File: config.mk
export PLATFORM = sky130hd
export DESIGN_NAME = grid_first_fit_block_allocator_unit
export DESIGN_NICKNAME = d
export VERILOG_FILES = /design/src/design/gffba_pkg.sv /design/src/design/gffba_fit_unit.sv /design/src/design/grid_first_fit_block_allocator_unit.sv
export SDC_FILE = /design/constraint.sdc
export NUM_CORES = 1
export LEC_CHECK = 0
export BUFFER_PORTS_ARGS = -buffer_cell sky130_fd_sc_hd__buf_4
export CAP_MARGIN = 20
export CORE_ASPECT_RATIO = 0.75
export CORE_UTILIZATION = 40
export DETAILED_ROUTE_END_ITERATION = 8
export GPL_TIMING_DRIVEN = 1
export HOLD_SLACK_MARGIN = 0.15
export SYNTH_ARGS = -nofsm -noshare
export SYNTH_HDL_FRONTEND = slang
export SYNTH_HIERARCHICAL = 1
export SYNTH_SLANG_ARGS = --single-unit
export TNS_END_PERCENT = 10
File: constraint.sdc
create_clock -name i_clk -period 5.07 [get_ports i_clk]
set_input_delay 0.507 -clock i_clk [delete_from_list [all_inputs] [get_ports i_clk]]
set_output_delay 0.507 -clock i_clk [all_outputs]
set_load 0.01 [all_outputs]
File: src/design/gffba_pkg.sv
// ----------------------------------------------------------------------------
// gffba_pkg
// Shared field widths, action codes and register indexes of the grid
// first-fit block allocator.
// ----------------------------------------------------------------------------
`default_nettype none

package gffba_pkg;

    localparam int ACTION_W     = 2;
    localparam int BLK_ROWS_W   = 5;
    localparam int BLK_COLS_W   = 3;
    localparam int OWNER_W      = 8;
    localparam int QUERY_ROW_W  = 4;
    localparam int QUERY_COL_W  = 2;
    localparam int PLACE_ROW_W  = 4;
    localparam int PLACE_COL_W  = 2;
    localparam int ROWS_CFG_W   = 5;
    localparam int COLS_CFG_W   = 3;
    localparam int CFG_DATA_W   = 5;
    localparam int CFG_INDEX_W  = 1;

    localparam logic [ROWS_CFG_W-1:0] ROWS_RESET = 5'd16;
    localparam logic [COLS_CFG_W-1:0] COLS_RESET = 3'd4;

    typedef enum logic [ACTION_W-1:0] {
        ACT_CLEAR = 2'd0,
        ACT_PLACE = 2'd1,
        ACT_QUERY = 2'd2,
        ACT_NONE  = 2'd3
    } t_action;

    typedef enum logic [CFG_INDEX_W-1:0] {
        CFG_ROWS_IN_USE = 1'd0,
        CFG_COLS_IN_USE = 1'd1
    } t_cfg_index;

endpackage

`default_nettype wire

File: src/design/gffba_fit_unit.sv
// ----------------------------------------------------------------------------
// gffba_fit_unit
// One row step of the placement scan: updates the free-run length of every
// column and finds the leftmost column where the block ends on this row.
// ----------------------------------------------------------------------------
`default_nettype none

module gffba_fit_unit #(
    parameter int MAX_ROWS = 16,
    parameter int MAX_COLS = 4,
    localparam int RUN_W   = $clog2(MAX_ROWS + 1),
    localparam int COL_W   = (MAX_COLS > 1) ? $clog2(MAX_COLS) : 1,
    localparam int NC_W    = $clog2(MAX_COLS + 1)
) (
    input  wire logic [MAX_COLS-1:0]                    i_occ,
    input  wire logic [MAX_COLS-1:0][RUN_W-1:0]         i_run,
    input  wire logic [gffba_pkg::BLK_ROWS_W-1:0]       i_blk_rows,
    input  wire logic [gffba_pkg::BLK_COLS_W-1:0]       i_blk_cols,
    input  wire logic [NC_W-1:0]                        i_area_cols,
    output logic      [MAX_COLS-1:0][RUN_W-1:0]         o_run,
    output logic                                        o_hit,
    output logic      [COL_W-1:0]                       o_hit_col
);

    logic [MAX_COLS-1:0] tall;
    logic [MAX_COLS-1:0] fits;

    always_comb begin
        for (int j = 0; j < MAX_COLS; j++) begin
            o_run[j] = i_occ[j] ? '0 : i_run[j] + RUN_W'(1);
            tall[j]  = 32'(o_run[j]) >= 32'(i_blk_rows);
        end
        for (int c = 0; c < MAX_COLS; c++) begin
            fits[c] = (32'(c) + 32'(i_blk_cols)) <= 32'(i_area_cols);
            for (int j = 0; j < MAX_COLS; j++) begin
                if ((j >= c) && (32'(j) < 32'(c) + 32'(i_blk_cols)) && !tall[j]) begin
                    fits[c] = 1'b0;
                end
            end
        end
        o_hit     = |fits;
        o_hit_col = '0;
        for (int c = MAX_COLS - 1; c >= 0; c--) begin
            if (fits[c]) begin
                o_hit_col = COL_W'(c);
            end
        end
    end

endmodule

`default_nettype wire

File: src/design/grid_first_fit_block_allocator_unit.sv
// ----------------------------------------------------------------------------
// grid_first_fit_block_allocator_unit
// Occupancy grid of owner ids with first-fit placement of rectangular blocks,
// clear of all cells and query of one cell.
// ----------------------------------------------------------------------------
//  channel  direction  handshake                   payload
//  in       input      i_in_valid / o_in_stall     action, block size, owner, query cell
//  out      output     o_out_valid / i_out_stall   found, place row/col, cell owner
//  cfg      input      i_cfg_we                    i_cfg_index, i_cfg_data
//
//  clear and unused action: straight to the done state; query: a read state first
//  place: scans rows up to rows_in_use (at most MAX_ROWS), fills the block if it fits,
//  one grid row per cycle through the shared row fit unit, then one row write
//  reset and register writes free the grid at once through per-row valid bits
//  one word in flight; the result register frees the input side while it waits
// ----------------------------------------------------------------------------
`default_nettype none

module grid_first_fit_block_allocator_unit #(
    parameter int MAX_ROWS   = 16,
    parameter int MAX_COLS   = 4,
    parameter int OWNER_BITS = 8
) (
    input  wire logic                                   i_clk,
    input  wire logic                                   i_rst_n,
    input  wire logic                                   i_cfg_we,
    input  wire logic [gffba_pkg::CFG_INDEX_W-1:0]      i_cfg_index,
    input  wire logic [gffba_pkg::CFG_DATA_W-1:0]       i_cfg_data,
    input  wire logic                                   i_in_valid,
    output logic                                        o_in_stall,
    input  wire logic [gffba_pkg::ACTION_W-1:0]         i_action,
    input  wire logic [gffba_pkg::BLK_ROWS_W-1:0]       i_blk_rows,
    input  wire logic [gffba_pkg::BLK_COLS_W-1:0]       i_blk_cols,
    input  wire logic [gffba_pkg::OWNER_W-1:0]          i_owner_id,
    input  wire logic [gffba_pkg::QUERY_ROW_W-1:0]      i_query_row,
    input  wire logic [gffba_pkg::QUERY_COL_W-1:0]      i_query_col,
    output logic                                        o_out_valid,
    input  wire logic                                   i_out_stall,
    output logic                                        o_found,
    output logic      [gffba_pkg::PLACE_ROW_W-1:0]      o_place_row,
    output logic      [gffba_pkg::PLACE_COL_W-1:0]      o_place_col,
    output logic      [gffba_pkg::OWNER_W-1:0]          o_cell_owner
);

    localparam int ROW_W = (MAX_ROWS > 1) ? $clog2(MAX_ROWS) : 1;
    localparam int COL_W = (MAX_COLS > 1) ? $clog2(MAX_COLS) : 1;
    localparam int RUN_W = $clog2(MAX_ROWS + 1);
    localparam int NR_W  = $clog2(MAX_ROWS + 1);
    localparam int NC_W  = $clog2(MAX_COLS + 1);

    typedef enum logic [2:0] {
        S_IDLE,
        S_SCAN,
        S_FILL,
        S_QUERY,
        S_DONE
    } t_state;

    t_state                                     r_state;
    logic [gffba_pkg::ROWS_CFG_W-1:0]           r_rows_in_use;
    logic [gffba_pkg::COLS_CFG_W-1:0]           r_cols_in_use;
    logic [MAX_ROWS-1:0][MAX_COLS-1:0]          r_occ;
    logic [MAX_ROWS-1:0]                        r_row_vld;
    logic [MAX_COLS-1:0][OWNER_BITS-1:0]        r_owner_mem [MAX_ROWS];
    logic [MAX_COLS-1:0][OWNER_BITS-1:0]        r_rd_data;
    logic                                       r_rd_vld;

    logic [ROW_W-1:0]                           r_row;
    logic [ROW_W-1:0]                           r_end;
    logic [COL_W-1:0]                           r_col;
    logic [MAX_COLS-1:0][RUN_W-1:0]             r_run;
    logic [gffba_pkg::BLK_ROWS_W-1:0]           r_rs;
    logic [gffba_pkg::BLK_COLS_W-1:0]           r_cs;
    logic [OWNER_BITS-1:0]                      r_owner;
    logic [gffba_pkg::QUERY_COL_W-1:0]          r_qcol;
    logic                                       r_qin;

    logic                                       r_res_found;
    logic [gffba_pkg::PLACE_ROW_W-1:0]          r_res_row;
    logic [gffba_pkg::PLACE_COL_W-1:0]          r_res_col;
    logic [gffba_pkg::OWNER_W-1:0]              r_res_owner;

    logic                                       r_out_valid;
    logic                                       r_out_found;
    logic [gffba_pkg::PLACE_ROW_W-1:0]          r_out_row;
    logic [gffba_pkg::PLACE_COL_W-1:0]          r_out_col;
    logic [gffba_pkg::OWNER_W-1:0]              r_out_owner;

    logic [NR_W-1:0]                            area_rows;
    logic [NC_W-1:0]                            area_cols;
    logic                                       in_accept;
    logic                                       out_take;
    logic [MAX_COLS-1:0][RUN_W-1:0]             n_run;
    logic                                       hit;
    logic [COL_W-1:0]                           hit_col;
    logic [ROW_W-1:0]                           hit_top;
    logic [MAX_COLS-1:0]                        fill_mask;
    logic [MAX_COLS-1:0]                        fill_we;
    logic [ROW_W-1:0]                           rd_addr;
    logic [OWNER_BITS-1:0]                      query_owner;

    assign area_rows = (32'(r_rows_in_use) > MAX_ROWS) ? NR_W'(MAX_ROWS)
                                                       : NR_W'(r_rows_in_use);
    assign area_cols = (32'(r_cols_in_use) > MAX_COLS) ? NC_W'(MAX_COLS)
                                                       : NC_W'(r_cols_in_use);

    assign in_accept  = i_in_valid && (r_state == S_IDLE);
    assign out_take   = r_out_valid && !i_out_stall;
    assign o_in_stall = (r_state != S_IDLE);

    assign o_out_valid  = r_out_valid;
    assign o_found      = r_out_found;
    assign o_place_row  = r_out_row;
    assign o_place_col  = r_out_col;
    assign o_cell_owner = r_out_owner;

    gffba_fit_unit #(
        .MAX_ROWS (MAX_ROWS),
        .MAX_COLS (MAX_COLS)
    ) u_fit (
        .i_occ       (r_occ[r_row]),
        .i_run       (r_run),
        .i_blk_rows  (r_rs),
        .i_blk_cols  (r_cs),
        .i_area_cols (area_cols),
        .o_run       (n_run),
        .o_hit       (hit),
        .o_hit_col   (hit_col)
    );

    assign hit_top = ROW_W'(32'(r_row) + 32'd1 - 32'(r_rs));
    assign rd_addr = ROW_W'(i_query_row);

    always_comb begin
        for (int j = 0; j < MAX_COLS; j++) begin
            fill_mask[j] = (32'(j) >= 32'(r_col)) && (32'(j) < 32'(r_col) + 32'(r_cs));
        end
        // a row never written takes zeros in its other lanes
        fill_we     = r_row_vld[r_row] ? fill_mask : '1;
        query_owner = (r_qin && r_rd_vld) ? r_rd_data[COL_W'(r_qcol)] : '0;
    end

    // row memory of owner ids
    always_ff @(posedge i_clk) begin
        if (r_state == S_FILL) begin
            for (int j = 0; j < MAX_COLS; j++) begin
                if (fill_we[j]) begin
                    r_owner_mem[r_row][j] <= fill_mask[j] ? r_owner : '0;
                end
            end
        end
        r_rd_data <= r_owner_mem[rd_addr];
    end

    always_ff @(posedge i_clk) begin
        if (!i_rst_n) begin
            r_state       <= S_IDLE;
            r_rows_in_use <= gffba_pkg::ROWS_RESET;
            r_cols_in_use <= gffba_pkg::COLS_RESET;
            r_occ         <= '0;
            r_row_vld     <= '0;
            r_rd_vld      <= 1'b0;
            r_out_valid   <= 1'b0;
        end else begin
            r_rd_vld <= r_row_vld[rd_addr];

            if (i_cfg_we) begin
                unique case (gffba_pkg::t_cfg_index'(i_cfg_index))
                    gffba_pkg::CFG_ROWS_IN_USE: begin
                        r_rows_in_use <= i_cfg_data;
                    end
                    gffba_pkg::CFG_COLS_IN_USE: begin
                        r_cols_in_use <= i_cfg_data[gffba_pkg::COLS_CFG_W-1:0];
                    end
                endcase
                r_occ     <= '0;
                r_row_vld <= '0;
            end

            if (out_take && (r_state != S_DONE)) begin
                r_out_valid <= 1'b0;
            end

            unique case (r_state)
                S_IDLE: begin
                    r_res_found <= 1'b0;
                    r_res_row   <= '0;
                    r_res_col   <= '0;
                    r_res_owner <= '0;
                    if (in_accept) begin
                        unique case (gffba_pkg::t_action'(i_action))
                            gffba_pkg::ACT_CLEAR: begin
                                r_occ     <= '0;
                                r_row_vld <= '0;
                                r_state   <= S_DONE;
                            end
                            gffba_pkg::ACT_PLACE: begin
                                r_rs    <= i_blk_rows;
                                r_cs    <= i_blk_cols;
                                r_owner <= OWNER_BITS'(i_owner_id);
                                r_row   <= '0;
                                r_run   <= '0;
                                if ((i_blk_rows == '0) || (i_blk_cols == '0) ||
                                    (area_rows == '0) || (area_cols == '0)) begin
                                    r_state <= S_DONE;
                                end else begin
                                    r_state <= S_SCAN;
                                end
                            end
                            gffba_pkg::ACT_QUERY: begin
                                r_qcol  <= i_query_col;
                                r_qin   <= (32'(i_query_row) < MAX_ROWS) &&
                                           (32'(i_query_col) < MAX_COLS);
                                r_state <= S_QUERY;
                            end
                            gffba_pkg::ACT_NONE: begin
                                r_state <= S_DONE;
                            end
                        endcase
                    end
                end
                S_SCAN: begin
                    r_run <= n_run;
                    priority if (hit) begin
                        r_row       <= hit_top;
                        r_end       <= r_row;
                        r_col       <= hit_col;
                        r_res_row   <= gffba_pkg::PLACE_ROW_W'(hit_top);
                        r_res_col   <= gffba_pkg::PLACE_COL_W'(hit_col);
                        r_state     <= S_FILL;
                    end else if (32'(r_row) + 32'd1 >= 32'(area_rows)) begin
                        r_state <= S_DONE;
                    end else begin
                        r_row <= r_row + ROW_W'(1);
                    end
                end
                S_FILL: begin
                    r_row_vld[r_row] <= 1'b1;
                    if (r_owner != '0) begin
                        r_occ[r_row] <= r_occ[r_row] | fill_mask;
                    end
                    if (r_row == r_end) begin
                        r_res_found <= 1'b1;
                        r_state     <= S_DONE;
                    end else begin
                        r_row <= r_row + ROW_W'(1);
                    end
                end
                S_QUERY: begin
                    r_res_owner <= gffba_pkg::OWNER_W'(query_owner);
                    r_state     <= S_DONE;
                end
                S_DONE: begin
                    if (!r_out_valid || !i_out_stall) begin
                        r_out_valid <= 1'b1;
                        r_out_found <= r_res_found;
                        r_out_row   <= r_res_row;
                        r_out_col   <= r_res_col;
                        r_out_owner <= r_res_owner;
                        r_state     <= S_IDLE;
                    end
                end
            endcase
        end
    end

    a_accept_blocks: assert property (@(posedge i_clk) disable iff (!i_rst_n)
        (i_in_valid && !o_in_stall) |=> o_in_stall)
        else $error("input accepted without leaving idle");

    a_result_from_done: assert property (@(posedge i_clk) disable iff (!i_rst_n)
        $rose(o_out_valid) |-> ($past(r_state) == S_DONE))
        else $error("result word loaded outside done state");

    a_fill_in_block: assert property (@(posedge i_clk) disable iff (!i_rst_n)
        (r_state == S_FILL) |-> (r_row <= r_end))
        else $error("fill row past bottom of block");

    a_hit_top_valid: assert property (@(posedge i_clk) disable iff (!i_rst_n)
        (r_state == S_SCAN && hit) |-> (32'(r_row) + 32'd1 >= 32'(r_rs)))
        else $error("hit before enough rows scanned");

endmodule

`default_nettype wire

==> results of run 1 <==
==> cell usage after synthesis, types with 37 or more instances <==
| cell type | n | area, um2 |
|---|---|---|
| clkbuf_1 | 50 | 187.7 |
| nand3_1 | 52 | 260.3 |
| nor2_1 | 110 | 412.9 |
| nand2_1 | 90 | 337.8 |
| dfxtp_1 | 125 | 2502 |
| o21ai_0 | 41 | 205.2 |
| and2_1 | 58 | 362.9 |
| a21oi_1 | 54 | 270.3 |
| inv_1 | 37 | 138.9 |
| ha_1 | 60 | 750.7 |
| edfxtp_1 | 590 | 17720 |
| mux4_2 | 183 | 4121 |
==> routing by layer <==
| metal | track usage | share of wire | vias to the layer above |
|---|---|---|---|
| met5 | 0 | 0 | - |
| met4 | 0.04348 | 0.020 | 0 |
| met3 | 0.04877 | 0.070 | 95 |
| met2 | 0.2646 | 0.43 | 493 |
| met1 | 0.2833 | 0.48 | 8298 |
| li1 | - | - | 6951 |
==> what timing repair did <==
action,in CTS,in global routing
hold endpoints to repair,24,0
buffers inserted,0,0
hold buffers,23,0
==> how the worst max path moves through the flow <==
stage / start / slack (ns) / depth (start not counted) / end
finish: r_row[0]$_DFFE_PP_ / 0.47 / 14 / r_res_row[3]$_SDFFCE_PN0P_
global route: r_row[0]$_DFFE_PP_ / 0.17 / 14 / r_res_row[3]$_SDFFCE_PN0P_
CTS: r_row[0]$_DFFE_PP_ / 0.44 / 14 / r_res_row[3]$_SDFFCE_PN0P_
detailed placement: r_row[0]$_DFFE_PP_ / 0.48 / 14 / r_res_col[0]$_SDFFCE_PN0P_
global placement: r_row[0]$_DFFE_PP_ / 0.61 / 14 / r_res_col[0]$_SDFFCE_PN0P_
floorplan: r_row[0]$_DFFE_PP_ / 1.06 / 15 / r_res_col[0]$_SDFFCE_PN0P_
==> where the power goes <==
| part | total [mW] | internal (mW) | switching, mW |
|---|---|---|---|
| Clock | 5.16 | 2.98 | 2.19 |
| Sequential | 6.67 | 6.55 | 0.116 |
| Combinational | 1.25 | 0.469 | 0.778 |
==> cell type report <==
type,count,share of cell area
Inverter,39,0.004383
Multi-Input combinational cell,887,0.2631
Clock inverter,33,0.009141
Sequential cell,715,0.6054
Timing Repair Buffer,90,0.02349
Tap cell,957,0.03585
Clock buffer,97,0.05863
==> state kept, by name, summed over array words and instances (netlist names), 4 cells and up <==
signal,flops
o_cell_owner,8
o_place_row,4
r_end,4
r_occ,64
r_owner,8
r_owner_mem,512
r_rd_data,32
r_res_owner,8
r_res_row,4
r_row,4
r_row_vld,16
r_rows_in_use,5
r_rs,5
r_run,20
==> tightest hold or removal path: stages <==
cell,delay [ns]
buf_4,0.10
nand3_1,0.08
nand3_1,0.08
==> through the flow <==
| stage | power, mW | area, um2 | setup slack, ns | utilization | hold slack (ns) |
|---|---|---|---|---|---|
| after floorplan | 7.571 | 29490 | 1.057 | - | 0.4003 |
| after global placement | 7.994 | 30890 | 0.6059 | 0.4272 | 0.4012 |
| after detailed placement | 8.016 | 30890 | 0.4768 | 0.4272 | 0.4066 |
| after CTS | 13.17 | 33390 | 0.4437 | 0.4617 | 0.1652 |
| after global routing | 13.52 | 33400 | 0.1676 | 0.4618 | 0.2086 |
| final | 13.08 | 33400 | 0.4658 | 0.4618 | 0.1969 |
==> cells by family after synthesis <==
family | synth area share
DFF | 0.6856
and+or+nand+nor | 0.06830
AOI/OAI and AO/OA | 0.04523
muxes | 0.1496
buffers and inverters | 0.01722
adders and majority gates | 0.02749
xor gates and xnor gates | 0.006534
==> results.md, run 1 <==
* Status: finished, final reports clean
* Worst reg2reg endpoint: r_res_row[3]$_SDFFCE_PN0P_
* Iter 0 DRT Violations at 1444
* Cts repair resizes at 0
* Avg Cell Area, Syn at 17.13 um2
* Syn_nets at 1820
* Min Tclk post-route at 4.604 ns
* DRT antenna net count at 0
* Beginning of the worst hold path: i_cfg_index
* Sequential fraction of the synthesis area at 0.6856
* Crit end category: flop
* Starting Density at 0.4078
* First-pass GRT wire length at about 100 mm
* RSZ-0062 raised after global routing: false
* Worst path cell trace: buf_12, mux4_1, o22ai_1, nor2_1, or2_2, ha_1, nor2b_1, o21ai_1, a31oi_1, a221o_1, o22ai_1, nand2b_1, nand2_1, a21oi_1
* Final Wtd Congestion at roughly 0.84
* CTS sink count at 715
* Final setup vio count at 0
* DP Wirelength at 45.44 mm
* Via density per instance at 5.620
* Buf+Inv Stages, Crit Path at 1
* Diode count at 0
* #FFs+latches synth at 715
* Area of the multi-input gates at 8787 um2
* Routed wire per std cell at 24.28 um
* Least-Margin Pin Slew at 0.9468 ns
* Reg2reg setup slack at 0.47 ns
* Final Hold Fails at 0
* Row count at 85
* Ports at between 50 and 60
* Total CTS buffers at 72
* Dpl cells at 2664
* Total detailed-routing wirelength at around 70 mm
* Slew HR at 0.3665
* CTS Root Cell: clkbuf_16
* CTS tree: done
* Crit-path most repeated cell: o22ai_1
* Most frequent cells in the layout: 590 x edfxtp_1, 183 x mux4_2, 125 x dfxtp_1
* Share of cells above drive strength 1 at 0.2074
* Largest net degree at the start of global routing at 74
* Setup TNS at 0 ns
* Slowest stage delay, CP at 0.58 ns
* CP required at 5.31 ns
* Clock transition at path regs at 0.06 ns
* Setup crit start kind: flop
* Worst Clk Skew at 0.02307 ns
* Cell Count, Final, Fillers Out at 2818
* IO buf count at just over 50
* Power Dens Cells at roughly 400 nW/um2
* Hold Path Cell Cnt at 3
* Post-synth EDFFs at 590
* Synth unique cells at 68
* Asr flop ratio synth at 0
* Residual DRC at 0
* Register area at 20220 um2
* Crit Path Class: reg2reg
* Yosys warning count at 6
* Worst-Skew Late Latency at 0.61 ns
* Hold WC Path Type: in2reg
* Maximum vdd ir drop at 268.4 uV
* Top_reg_cell synth: edfxtp_1
* R2R Path Start: r_row[0]$_DFFE_PP_
* Layout fillers at 6128
* Delay-heaviest family, CP: compound AO/OA/AOI/OAI gates
* Worst Path Arrival at 4.84 ns
* Vias at 15840
* Antenna violations before repair at 0
* Area of the mapped netlist at 29490 um2
* Die Wd at 315.5 um
* Leak pwr at 11.24 nW
* Total track usage at 0.1858
* Crit share post-route at 0.9081
* Pins Over Slew Limit at 0
* Crit path max fanout at 28
* Fmax at 0.2172 GHz
* Mapped Cells at 1722
* Die height at approximately 240 um
* Max-Cap Viols at 0
* Hold path endpoint: r_cols_in_use[2]$_SDFFE_PN1P_
* Longest Clk Path Bufs at 3
* Most common cell after layout, fill and taps aside: edfxtp_1
* Die area at 74830 um2
* CTS H-tree depth at 3
* Detailed Routing Iterations Pass 1 at 7
* Layout area overhead at 13.25%
* Total grt overflow at 0
* Fin nets at between 1500 and 2000
* Worst path slowest cell: mux4_1
* Vias in the first global route at 15590
* CORE AREA at 72320 um2
* Reg2Reg Depth at 14
No activity file was read; power rests on OpenSTA's default activity.
==> inputs of run 2 (changes only) <==
--- a/config.mk
+++ b/config.mk
@@ -12,6 +12,7 @@
 export DETAILED_ROUTE_END_ITERATION = 8
 export GPL_TIMING_DRIVEN = 1
 export HOLD_SLACK_MARGIN = 0.15
+export REMOVE_ABC_BUFFERS = 1
 export SYNTH_ARGS = -nofsm -noshare
 export SYNTH_HDL_FRONTEND = slang
 export SYNTH_HIERARCHICAL = 1
==> constraint.sdc (replaced) <==
create_clock -name i_clk -period 5.07 [get_ports i_clk]
set_input_delay 1.2675 -clock i_clk [delete_from_list [all_inputs] [get_ports i_clk]]
set_output_delay 1.2675 -clock i_clk [all_outputs]
set_load 0.01 [all_outputs]
==> results.md, run 2 (same netlist as run 1, synthesis figures left out) <==
* Status: finished, final reports clean
* Clock transition at path regs at 0.06 ns (about the same)
* Die height at 237.2 um (unchanged)
* Residual DRC at 0 (unchanged)
* Most frequent cells in the layout: 590 x edfxtp_1, 183 x mux4_2, 125 x dfxtp_1
* Share of cells above drive strength 1 at 0.2151 (+0.007685)
* Max-Cap Viols at 0 (unchanged)
* Post-CTS Setup Inserts at 0 (unchanged)
* Maximum vdd ir drop at 245.3 uV (-8.6%)
* Sequential fraction of design power at 0.511 (about the same)
* Layout area overhead at 12.62%
* Clock power share at 0.393 (-0.002)
* Detailed Routing Iterations Pass 1 at 7 (unchanged)
* Area of the multi-input gates at 8802 um2 (+0.17%)
* Beginning of the worst hold path: r_res_owner[4]$_SDFFCE_PN0P_
* Comb pwr share at 0.096 (about the same)
* Die area at 74830 um2 (unchanged)
* Max reg flops at 512 (unchanged)
* Worst Path Arrival at 4.90 ns (+0.06 ns)
* DP Wirelength at 47.32 mm (+4.1%)
* Final Hold Fails at 0 (unchanged)
* IO buf count at 51 (unchanged)
* CORE AREA at 72320 um2 (unchanged)
* Largest Register: r_owner_mem
* CTS tree: done
* Final Wtd Congestion at 0.8730 (+4.3%)
* Sw Ratio at 0.2378 (+0.002130)
* Total grt overflow at 0 (unchanged)
* Slew HR at 0.2589 (-0.1076)
* Cts repair resizes at 0 (unchanged)
* Worst-Skew Late Latency at 0.61 ns (about the same)
* Leak pwr at 11.17 nW (-0.59%)
* Pins Over Slew Limit at 0 (unchanged)
* Fmax at 0.2152 GHz (-0.93%)
* Via density per instance at 5.650 (+0.53%)
* Die Wd at 315.5 um (unchanged)
* Total CTS buffers at 70 (-2.8%)
* R2R Path Start: r_row[0]$_DFFE_PP_
* Antenna violations before repair at 3 (+3)
* DRT antenna net count at 0 (unchanged)
* Dpl cells at 2671 (+0.26%)
* Row count at 85 (unchanged)
* Cell Count, Final, Fillers Out at 2799 (-0.67%)
* Register area at 20220 um2 (unchanged)
* Psw at 3.109 mW (+0.84%)
* Routed wire per std cell at 24.63 um (+1.4%)
* Most common cell after layout, fill and taps aside: edfxtp_1
* Ports at 52 (unchanged)
* Starting Density at 0.4078 (unchanged)
* CTS Root Cell: clkbuf_16
* Layout fillers at 6224 (+1.6%)
* First-pass GRT wire length at 102.4 mm (about the same)
* Min Tclk post-route at 4.648 ns (+0.04337 ns)
* Hold WC Path Type: reg2reg
* Largest registers: r_owner_mem: 512 flops, r_occ: 64 flops, r_rd_data: 32 flops
* Longest Clk Path Bufs at 3 (unchanged)
* CTS H-tree depth at 3 (unchanged)
* CP required at 5.32 ns (about the same)
* Design Power at 13.07 mW (about the same)
* Crit end category: flop
* CTS Hold Buffers Added at 0 (-100%)
* RSZ-0062 raised after global routing: false
* Final setup vio count at 0 (unchanged)
* Internal power at 9.963 mW (-0.35%)
* Crit Path Class: reg2reg
* Crit path max fanout at 26 (-7.1%)
* Crit share post-route at 0.9167 (+0.008554)
* Total detailed-routing wirelength at 68.95 mm (+0.76%)
* Setup crit start kind: flop
* Worst Clk Skew at 0.02161 ns (-0.001464 ns)
* Power Dens Cells at 393.6 nW/um2 (+0.49%)
* Largest net degree at the start of global routing at 67 (-9.5%)
* Total track usage at 0.1867 (+0.0009158)
* Fin nets at 1884 (-1.0%)
* CTS sink count at 715 (unchanged)
* Least-Margin Pin Slew at 1.108 ns (+0.1615 ns)
* Setup TNS at 0 ns (unchanged)
* Worst Setup SP: r_row[0]$_DFFE_PP_
* Vias in the first global route at 15580 (-0.064%)
* Iter 0 DRT Violations at 1471 (+1.9%)
* Vias at 15810 (-0.15%)
## run 2: changes by cell type in the layout (fill, tap and decap cells not counted), sizes merged
cell and change:
dlygate4sd3 -23, buf +6, clkbuf -4, inv +2
bufinv +1, clkinv -1, clkinvlp -1, diode +1
## run 2: path summary, 6_finish.rpt
path / cells after the start / slack [ns] / endpoint
worst max-delay path: 14 / 0.42 / r_end[2]$_DFFE_PP_
worst min-delay path: 0 / 0.42 / o_cell_owner[4]$_DFFE_PP_
worst max register to register: 14 / 0.42 / r_end[2]$_DFFE_PP_
worst min register to register: 0 / 0.42 / o_cell_owner[4]$_DFFE_PP_
## run 2: metal layers
layer	track usage	routed length [um]	vias up
li1	-	-	6921
met1	0.2831	31800	8156
met2	0.2591	29180	606
met3	0.05235	6068	127
met4	0.05651	1867	4
met5	0	34	-
## run 2: stage by stage
step                      utilization  setup slack, ns  instance area, um2  hold slack, ns
final                          0.4593           0.4224               33210          0.4163
after CTS                      0.4592           0.3452               33210          0.4182
after global routing           0.4592          0.09062               33210          0.4249
after detailed placement       0.4282           0.3355               30970          0.4045
after floorplan                     -           0.6080               29130          0.4003
after global placement         0.4282           0.4700               30970          0.4095
## run 2: power groups by stage
stage / clock [mW] / sequential, mW / combinational (mW)
5_1_grt: 5.46 / 6.69 / 1.36
3_3_place_gp: 0 / 6.80 / 1.22
3_5_place_dp: 0 / 6.80 / 1.24
4_1_cts: 5.24 / 6.68 / 1.25
6_report: 5.14 / 6.68 / 1.25
2_1_floorplan: 0 / 6.76 / 0.722
## run 2: worst max-delay path, stage by stage, from the launching register on
cell and delay [ns]:
edfxtp_1 0.46, buf_12 0.24, mux4_2 0.53, a22oi_2 0.33, nand2_2 0.20, or2_2 0.36, ha_1 0.28, nor2b_1 0.04
o21ai_1 0.19, a31oi_1 0.17, a221o_1 0.35, o22ai_1 0.18, nand2b_1 0.27, nand2_1 0.23, nor2_1 0.46
## run 2: area by class of cell
| cell class | instances | area share |
|---|---|---|
| sequential | 715 | 0.6088 |
| inverter | 39 | 0.004407 |
| multi-input combinational | 887 | 0.2650 |
| clock buffer | 93 | 0.05696 |
| timing repair buffer | 73 | 0.01831 |
| clock inverter | 34 | 0.01043 |
| tap | 957 | 0.03605 |
| antenna | 1 | 0.00007534 |
==> inputs of run 3 (changes only) <==
--- a/config.mk
+++ b/config.mk
@@ -15,6 +15,5 @@
 export REMOVE_ABC_BUFFERS = 1
 export SYNTH_ARGS = -nofsm -noshare
 export SYNTH_HDL_FRONTEND = slang
-export SYNTH_HIERARCHICAL = 1
 export SYNTH_SLANG_ARGS = --single-unit
 export TNS_END_PERCENT = 10
==> results.md, run 3 <==
* Worst reg2reg endpoint: r_end[1]$_DFFE_PP_
* Pins Over Slew Limit at 0 (unchanged)
* Crit-path most repeated cell: mux4_2
* Slew HR at 0.3557 (+0.09689)
* Asr flop ratio synth at 0 (unchanged)
* Final worst slack at 0.2577 ns (-0.1647 ns)
* Delay-heaviest family, CP: simple AND/OR/NAND/NOR gates
* #FFs+latches synth at 715 (unchanged)
* Setup crit start kind: flop
* DRT antenna net count at 0 (unchanged)
* Largest net degree at the start of global routing at 56 (-16%)
* Cts repair resizes at 0 (unchanged)
* Total detailed-routing wirelength at 70.84 mm (+2.7%)
* Vias at 16150 (+2.1%)
* Status: finished, final reports clean
* Dpl cell area at 31260 um2 (+0.93%)
* Worst path slowest cell: mux4_2
* Row count at 85 (unchanged)
* Die Wd at 314.5 um (-0.34%)
* Largest registers: r_owner_mem: 512 flops, r_occ: 64 flops, r_rd_data: 32 flops
* Fmax at 0.2078 GHz (-3.4%)
* Sequential fraction of the synthesis area at 0.6902 (+0.004656)
* Post-synth EDFFs at 590 (unchanged)
* Die height at 236.4 um (-0.34%)
* Mapped Cells at 1711 (-0.64%)
* Largest Register: r_owner_mem
* Crit path max fanout at 15 (-42%)
* Iter 0 DRT Violations at 1590 (+8.1%)
* Avg Cell Area, Syn at 17.12 um2 (about the same)
* RSZ-0062 raised after global routing: false
* Layout area overhead at 14.90%
* Hold Path Cell Cnt at 0 (unchanged)
* Longest Clk Path Bufs at 3 (unchanged)
* Reg2Reg Depth at 13 (-1)
* Most common cell after layout, fill and taps aside: edfxtp_1
* Worst Path Arrival at 5.05 ns (+0.15 ns)
* Most frequent cells in the layout: 590 x edfxtp_1, 197 x mux4_2, 145 x buf_4
* Ranking of synthesized cells by area: edfxtp_1 60%, mux4_2 15%, dfxtp_1 8.5%
* Fin nets at 1944 (+3.2%)
* Layout fillers at 6140 (-1.3%)
* Max reg flops at 512 (unchanged)
* CTS Root Cell: clkbuf_16
* R2R Path Start: r_row[0]$_DFFE_PP_
* Leak pwr at 11.18 nW (+0.12%)
* Hold WC Path Type: reg2reg
* Vias in the first global route at 16010 (+2.8%)
* Final Wtd Congestion at 0.8638 (-1.1%)
* Total track usage at 0.1923 (+0.005585)
* CTS tree: done
* Yosys warning count at 0 (-6)
* Final Cell Area at 33660 um2 (+1.3%)
* Power Dens Cells at 379.0 nW/um2 (-3.7%)
* Final setup vio count at 0 (unchanged)
* Buf+Inv Stages, Crit Path at 2 (+1)
* Top-area cell type share of the netlist area at 0.6048 (+0.004080)
* Antenna violations before repair at 2 (-1)
* Ports at 52 (unchanged)
* Slowest stage delay, CP at 0.63 ns (+0.10 ns)
* Worst-Skew Late Latency at 0.62 ns (about the same)
* IO buf count at 51 (unchanged)
* Total grt overflow at 0 (unchanged)
* Residual DRC at 0 (unchanged)
* Setup TNS at 0 ns (unchanged)
* Min Tclk post-route at 4.812 ns (+0.1647 ns)
* CP required at 5.31 ns (about the same)
* Die area at 74330 um2 (-0.67%)
* First-pass GRT wire length at 105.3 mm (+2.8%)
* Area of the mapped netlist at 29290 um2 (-0.67%)
* Detailed Routing Iterations Pass 1 at 7 (unchanged)
* Crit Path Class: reg2reg
* Least-Margin Pin Slew at 0.9644 ns (-0.1438 ns)
* Post-CTS Setup Inserts at 0 (unchanged)
* CTS sink count at 715 (unchanged)
* Final Hold Fails at 0 (unchanged)
* Synth area leader: edfxtp_1
* Routed wire per std cell at 24.76 um (+0.52%)
* Synth unique cells at 56 (-18%)
* Hold WS at 0.4189 ns (+0.002589 ns)
* CTS H-tree depth at 3 (unchanged)
* Crit share post-route at 0.9492 (+0.03249)
* Hold path endpoint: o_cell_owner[4]$_DFFE_PP_
* Place WS at 0.3525 ns (+0.01698 ns)
* Worst path cell trace: buf_12, buf_4, mux4_2, mux4_2, or2_1, ha_1, nand2b_1, a21oi_1, o21ai_0, or4b_1, o22ai_1, o21ai_1, nor2_1
* Worst Clk Skew at 0.01897 ns (-0.002643 ns)
* Top_reg_cell synth: edfxtp_1
* DP Wirelength at 47.34 mm (about the same)
* Beginning of the worst hold path: r_res_owner[4]$_SDFFCE_PN0P_
* Total CTS buffers at 70 (unchanged)
* CTS Hold Buffers Added at 0 (unchanged)
* Most common library cells after synthesis: 590 x edfxtp_1, 197 x mux4_2, 133 x nor2_1, 125 x dfxtp_1, 78 x inv_1
* Crit end category: flop
* Starting Density at 0.4062 (-0.001556)
* Share of cells above drive strength 1 at 0.2428 (+0.02767)
* Maximum vdd ir drop at 251.0 uV (+2.3%)
* Reg2reg setup slack at 0.26 ns (-0.16 ns)
* Top-count cell post-synth: edfxtp_1
* Design Power at 12.76 mW (-2.4%)
* CORE AREA at 72110 um2 (-0.29%)
* Max-Cap Viols at 0 (unchanged)
* Via density per instance at 5.643 (-0.12%)
* Clock transition at path regs at 0.07 ns (about the same)
run 3: cell families (layout without fill, tap and decap cells):
family	Yosys count	count (layout)	share of synthesized area
other	0	1	0
DFF	715	715	0.6902
adders and majority gates	62	62	0.02725
AOI/OAI and AO/OA	203	203	0.04438
buffers and inverters	166	358	0.02366
muxes	203	203	0.1536
xor gates and xnor gates	23	23	0.006877
and+or+nand+nor	339	339	0.05403
run 3: power breakdown:
part,switching [mW],total [mW],internal (mW)
Combinational,0.538,0.884,0.346
Sequential,0.0631,6.50,6.44
Clock,2.22,5.37,3.15
Total,2.82,12.8,9.94
run 3: worst max-delay path by stage:
stage / from / end / slack [ns] / depth (start not counted)
6_report: r_row[0]$_DFFE_PP_ / r_end[1]$_DFFE_PP_ / 0.26 / 13
2_1_floorplan: r_row[0]$_DFFE_PP_ / r_res_col[0]$_SDFFCE_PN0P_ / 0.10 / 11
5_1_grt: r_row[0]$_DFFE_PP_ / r_end[2]$_DFFE_PP_ / 0.11 / 13
3_5_place_dp: r_row[0]$_DFFE_PP_ / r_end[0]$_DFFE_PP_ / 0.35 / 13
3_3_place_gp: r_row[0]$_DFFE_PP_ / r_end[3]$_DFFE_PP_ / 0.44 / 12
4_1_cts: r_row[0]$_DFFE_PP_ / r_end[1]$_DFFE_PP_ / 0.32 / 13
run 3: final cells by class:
cell class,instances,area [um2],share of cell area
Sequential cell,715,20220,0.6007
Multi-Input combinational cell,830,8393,0.2494
Clock buffer,89,1917,0.05695
Tap cell,957,1197,0.03557
Timing Repair Buffer,151,1189,0.03531
Clock inverter,39,444.2,0.01320
Inverter,79,296.5,0.008810
Antenna cell,1,2.502,0.00007435
run 3: worst register-to-register path, cell delays in order (launching register included):
cell and delay (ns):
edfxtp_1 0.51, buf_12 0.22, buf_4 0.17, mux4_2 0.51, mux4_2 0.63, or2_1 0.29, ha_1 0.27, nand2b_1 0.11
a21oi_1 0.10, o21ai_0 0.22, or4b_1 0.51, o22ai_1 0.26, o21ai_1 0.19, nor2_1 0.48
run 3: metrics by stage:
stage / utilization / cells
after detailed placement: 0.4335 / 2728
after CTS: 0.4662 / 2856
after global placement: 0.4335 / 2728
final: 0.4668 / 2861
after global routing: 0.4668 / 2860
after floorplan: - / 1624
run 3: routing by layer:
layer / vias up / wire length (um) / global-route usage
li1: 7004 / - / -
met1: 8471 / 33120 / 0.2934
met2: 579 / 31100 / 0.2769
met3: 91 / 5249 / 0.04440
met4: 0 / 1374 / 0.04560
met5: - / 0 / 0
